**config.mk**
```make
export PLATFORM = sky130hd
export DESIGN_NAME = atpp_seq
export DESIGN_NICKNAME = d
export VERILOG_FILES = /design/src/atpp_pkg.sv /design/src/atpp_seq.sv
export SDC_FILE = /design/constraint.sdc
export NUM_CORES = 1
export LEC_CHECK = 0
export BUFFER_PORTS_ARGS = -buffer_cell sky130_fd_sc_hd__buf_2
export CORE_AREA = 2 2 39 41
export DETAILED_ROUTE_END_ITERATION = 8
export DIE_AREA = 0 0 41 43
export PLACE_DENSITY = 0.34
export SYNTH_ARGS = -nofsm -noshare
export SYNTH_HDL_FRONTEND = slang
export SYNTH_SLANG_ARGS = --single-unit
```
**constraint.sdc**
```tcl
create_clock -name clk_i -period 1.75 [get_ports clk_i]
set_input_delay 0 -clock clk_i [delete_from_list [all_inputs] [get_ports clk_i]]
set_output_delay 0 -clock clk_i [all_outputs]
set_load 0.005 [all_outputs]
```
**src/atpp_pkg.sv**
```systemverilog
// shared types and constants of the adaptive threshold peak picker
package atpp_pkg;

  localparam int unsigned SAMPLE_W = 16;
  localparam int unsigned STATE_W  = 24;
  localparam int unsigned COEFF_W  = 16;
  localparam int unsigned COUNT_W  = 16;
  localparam int unsigned PEAK_W   = 23;
  localparam int unsigned CFG_IDX_W = 3;

  // register indexes of the configuration port
  localparam logic [CFG_IDX_W-1:0] CFG_SMOOTH_ATTACK  = 3'd0;
  localparam logic [CFG_IDX_W-1:0] CFG_SMOOTH_RELEASE = 3'd1;
  localparam logic [CFG_IDX_W-1:0] CFG_THRESH_ATTACK  = 3'd2;
  localparam logic [CFG_IDX_W-1:0] CFG_THRESH_RELEASE = 3'd3;
  localparam logic [CFG_IDX_W-1:0] CFG_MIN_SPACING    = 3'd4;

  // register reset values
  localparam logic [COEFF_W-1:0] SMOOTH_ATTACK_RST  = 16'd11881;
  localparam logic [COEFF_W-1:0] SMOOTH_RELEASE_RST = 16'd2148;
  localparam logic [COEFF_W-1:0] THRESH_ATTACK_RST  = 16'd2148;
  localparam logic [COEFF_W-1:0] THRESH_RELEASE_RST = 16'd652;
  localparam logic [COUNT_W-1:0] MIN_SPACING_RST    = 16'd50;

  // 0.05 in q1.23
  localparam logic signed [STATE_W-1:0] PEAK_FLOOR = 24'sd419430;

  typedef enum logic [2:0] {
    ST_IDLE,
    ST_FIRST,
    ST_SECOND,
    ST_THRESH,
    ST_PEAK
  } seq_state_e;

  typedef enum logic [1:0] {
    OP_FIRST,
    OP_SECOND,
    OP_THRESH
  } op_sel_e;

  typedef struct packed {
    logic    take;      // input transfer, latch the sample
    op_sel_e sel;       // smoother operands routed to the shared unit
    logic    first_en;
    logic    second_en;
    logic    thresh_en;
    logic    peak_en;   // peak tracking update and result load
  } seq_ctrl_t;

endpackage

```
**src/atpp_seq.sv**
```systemverilog
// sequencer that walks one sample through the three smoothers and the peak step
module atpp_seq import atpp_pkg::*; (
  input  logic      clk_i,
  input  logic      rst_ni,
  input  logic      in_valid_i,
  input  logic      out_free_i,
  output logic      in_ready_o,
  output seq_ctrl_t ctrl_o
);

  seq_state_e state_q, state_d;

  always_comb begin
    state_d = state_q;
    unique case (state_q)
      ST_IDLE:   if (in_valid_i) state_d = ST_FIRST;
      ST_FIRST:  state_d = ST_SECOND;
      ST_SECOND: state_d = ST_THRESH;
      ST_THRESH: state_d = ST_PEAK;
      ST_PEAK:   if (out_free_i) state_d = ST_IDLE;
      default:   state_d = ST_IDLE;
    endcase
  end

  always_comb begin
    in_ready_o       = 1'b0;
    ctrl_o           = '0;
    ctrl_o.sel       = OP_FIRST;
    unique case (state_q)
      ST_IDLE: begin
        in_ready_o  = 1'b1;
        ctrl_o.take = in_valid_i;
      end
      ST_FIRST: begin
        ctrl_o.sel      = OP_FIRST;
        ctrl_o.first_en = 1'b1;
      end
      ST_SECOND: begin
        ctrl_o.sel       = OP_SECOND;
        ctrl_o.second_en = 1'b1;
      end
      ST_THRESH: begin
        ctrl_o.sel       = OP_THRESH;
        ctrl_o.thresh_en = 1'b1;
      end
      ST_PEAK: begin
        // hold here until the output slot can take the result
        ctrl_o.peak_en = out_free_i;
      end
      default: begin
        in_ready_o = 1'b0;
      end
    endcase
  end

  always_ff @(posedge clk_i or negedge rst_ni) begin
    if (!rst_ni) begin
      state_q <= ST_IDLE;
    end else begin
      state_q <= state_d;
    end
  end

endmodule

```
Word level (Yosys, flattened, before mapping)
Cells that the tools add are included.

Mux-type cells: 10. Reduce and logical (&&, ||, !) cells: 2. Equal/unequal tests: 6.

Operator list (number): one-hot mux 3 bit (5 select lines) (1); equality test 3 x 2 -> 1 bit, second input constant (2); 2-to-1 mux 1 bit (6); 2-to-1 mux 3 bit (2); != test 2 bit, second input constant (2); one-hot mux 2 bit (2 select lines) (1); equality test 3 x 1 -> 1 bit, second input constant (1); equality test 3 bit, second input constant (1); zero test 3 bit (1); AND reduction 2 bit (1).

Bits of input ports: 4. Output and inout bits: 8. Word-level logic and storage cells: 19. Register bits: 3.

Longest topological paths before layout
Depth in word-level cells: 3. Depth in mapped cells: 3. Mapped depth without buffers: 2.

Worst setup path after synthesis
Ideal clock, no wire load.

Kind: register to register. Start: register state_q[0]. End: register state_q[2]. Stages on the path, launching flop included: 4. Required time: 1.626 ns. Library setup time: 0.124 ns. Buffers on the path: 1. Path slack: 0.745 ns. Arrival time: 0.881 ns. Clock period less this slack: 1.005 ns. Cell sequence: dfrtp_1 buf_6 and3b_1 or2_1.

Longest elaborated chain between the ends: 3. Elaborated cells on any way between the ends: 9. Those cells by class: eq/ne: 6; mux: 1; reduce/logical: 2.

RTL lines: start: declaration (line atpp_seq.sv:11) `seq_state_e state_q, state_d;`; start signal: assignment (line atpp_seq.sv:60) `state_q <= state_d;`; equality test 3 bit or zero test 3 bit (tied branches) (line atpp_seq.sv:15) `unique case (state_q)`; != test 2 bit (no line); AND reduction 2 bit (no line).

Several ways; a longest one is shown, not always the timed one. A chain may end at the register's enable or synchronous reset.

==> out/results.ini <==
[sta]
worst_pin_slew_ns = 0.2969
post-route-period-util_pct = 66.75
fin_crit_ns = 1.168
fmax_ghz = 0.8560
finalHoldViolCount = 0
tns_ns = 0
setup_viol = 0
rsz0062_at_grt = no
slew_headroom_pct = 80.20
clock_skew_ns = 0.001014
drv_slew = 0

[placement]
portBuffers = 11
gp_congestion = 0.6945
dpl_cell_area_um2 = 251.5

[logic_synthesis]
syn-num-nets = 25
synth_top_family_by_area = simple AND/OR/NAND/NOR gates
ys_seq_area_share_pct = 35.09
netlist_area_um2 = 214.0
synth_compound_area_share_pct = 0
avgSynthCellArea_um2 = 10.19
ys_ff_latch = 3
yosys_warnings = 0
synth_xor_area_share_pct = 4.094
synthAdderAreaFrac_pct = 0
synth_cells = 21
synthMuxAreaShare_pct = 0
synth_cell_type_count = 14
synthSimpleGateAreaFrac_pct = 43.27

[setup_path]
endpoint_kind = primary output
crit_type = reg2out
reg2reg_to = state_q[2]$_DFFE_PN0P_
cp_max_fo = 9
r2r_slack_ns = 0.71
r2r-start = state_q[0]$_DFFE_PN0P_
arrival_ns = 1.17
worst_r2r_path_depth = 2
worstSetupStartpointType = register
required_ns = 1.75

[run]
maxCapViolCount = 0

[floorplan]
die-area_um2 = 1763
start_util_pct = 15.46
placeableCoreArea_um2 = 1384
rows = 14
die_width_um = 41
fp.dieH_um = 43
ioPinCount = 12

[grt]
grt_first_pass_wirelength_um = 765
grt_max_degree = 10
grt-ovfl-total = 0
antenna_found_initial = 0
grt_pass1_vias = 185
grtUsageTotal_pct = 6.928

[drt]
final_antenna_net_count = 0
dr.pass1.iters = 2
wirelength_um = 414
wl_per_cell_um = 8.449
viasPerCell = 3.694
dr_total_vias = 181
drt_iter0_markers = 3
drc = 0

[clocking]
h-tree-depth = 1
clock_latency_ns = 0.23
cts.sinks = 3
path_clk_slew_ns = 0.04
clockBufferDepth = 2
cts_root_buf = clkbuf_4
cts_tree = done
cts_made_buffers = 3
post_cts_resize_count = 0

[cells_and_area]
regMostFlops = state_q
nets = 38
reg_top3 = state_q x3
drive_gt1_share_pct = 51.52
antenna_cells = 0
largest_register_ffs = 3
fin_area_um2 = 287.8
fin_util_pct = 20.80
n_fill_cell = 162
syn2layout_area_growth_pct = 34.50

[hold_path]
holdPathStages = 3
min_path_type = in2reg
min_to = state_q[0]$_DFFE_PN0P_
worstHoldStart = in_valid_i

[pwr]
p_per_area_nw_per_um2 = 1842
vdd.ir_drop.worst_mv = 0.5080
power.leakage_nw = 0.1449

[status]
status = finished, final reports clean

[cells in the mapped netlist]
| cell type | instances | share of area [%] |
|---|---|---|
| dfrtp_1 | 3 | 35 |
| buf_4 | 2 | 7.0 |
| buf_6 | 2 | 11 |
| nor2_1 | 2 | 3.5 |
| nor3_1 | 2 | 4.7 |
| nor3b_1 | 2 | 7.0 |
| and2_1 | 1 | 2.9 |
| and3b_1 | 1 | 4.1 |
| and3b_2 | 1 | 4.7 |
| nand2_1 | 1 | 1.8 |
| nor3_2 | 1 | 4.7 |
| nor4b_2 | 1 | 7.0 |
| or2_1 | 1 | 2.9 |
| xnor2_1 | 1 | 4.1 |
[per-layer routing]
layer	wire, um	vias up	global-route usage, %
li1	-	91	-
met1	183	85	8.039
met2	216	5	8.125
met3	14	0	3.141
met4	0	0	8.000
met5	0	-	0
[power breakdown]
part | switching, mW | internal, mW | total [mW]
Clock | 0.0349 | 0.0854 | 0.120
Sequential | 0.0858 | 0.105 | 0.191
Combinational | 0.0813 | 0.137 | 0.219
[timing repair]
| action | 4_1_cts | 5_1_grt |
|---|---|---|
| setup buffers | 0 | 0 |
| hold endpoints to repair | 3 | 0 |
| hold buffers | 1 | 0 |
[cells in the final DEF, fill, tap and decap left out, drive strengths merged]
master	instances
and2	1
nor3	3
buf	11
nor3b	2
or2	1
nor2	2
nor4b	1
and3b	2
nand2	1
xnor2	1
clkbuf	4
dfrtp	3
dlygate4sd3	1
[worst max path at each step]
stage / startpoint / endpoint / slack (ns) / cells past startpoint
after floorplan: state_q[0]$_DFFE_PN0P_ / state_q[2]$_DFFE_PN0P_ / 0.75 / 3
after global placement: state_q[0]$_DFFE_PN0P_ / state_q[2]$_DFFE_PN0P_ / 0.71 / 2
after detailed placement: state_q[0]$_DFFE_PN0P_ / state_q[2]$_DFFE_PN0P_ / 0.71 / 2
after CTS: state_q[0]$_DFFE_PN0P_ / ctrl_o[6] / 0.56 / 3
after global routing: state_q[1]$_DFFE_PN0P_ / ctrl_o[2] / 0.46 / 2
final: state_q[0]$_DFFE_PN0P_ / ctrl_o[6] / 0.58 / 3
[final cells by class]
cell class	instances	area (um2)	area share, %
Multi-Input combinational cell	14	101.3	35.22
Sequential cell	3	75.07	26.09
Timing Repair Buffer	12	65.06	22.61
Clock buffer	4	26.28	9.130
Tap cell	16	20.02	6.957
[critical path, stage by stage (launching register included)]
cell and delay [ns]:
dfrtp_1 0.47, nor3_2 0.23, and2_1 0.14, buf_2 0.10
[per-stage QoR]
step                      worst slack [ns]  std cells  power, mW  hold slack, ns
final                               0.5818         49     0.5300         0.04987
after global routing                0.4573         49     0.5923         0.08631
after CTS                           0.5627         49     0.5408         0.04596
after detailed placement            0.7091         44     0.4135         -0.2016
after global placement              0.7107         44     0.4183         -0.1961
after floorplan                     0.7452         21     0.3895         -0.2956
[logic make-up after synthesis]
logic type | Yosys count
xor gates and xnor gates | 1
buffers and inverters | 4
DFF | 3
and+or+nand+nor | 13
(Power assumes the default switching activity.)
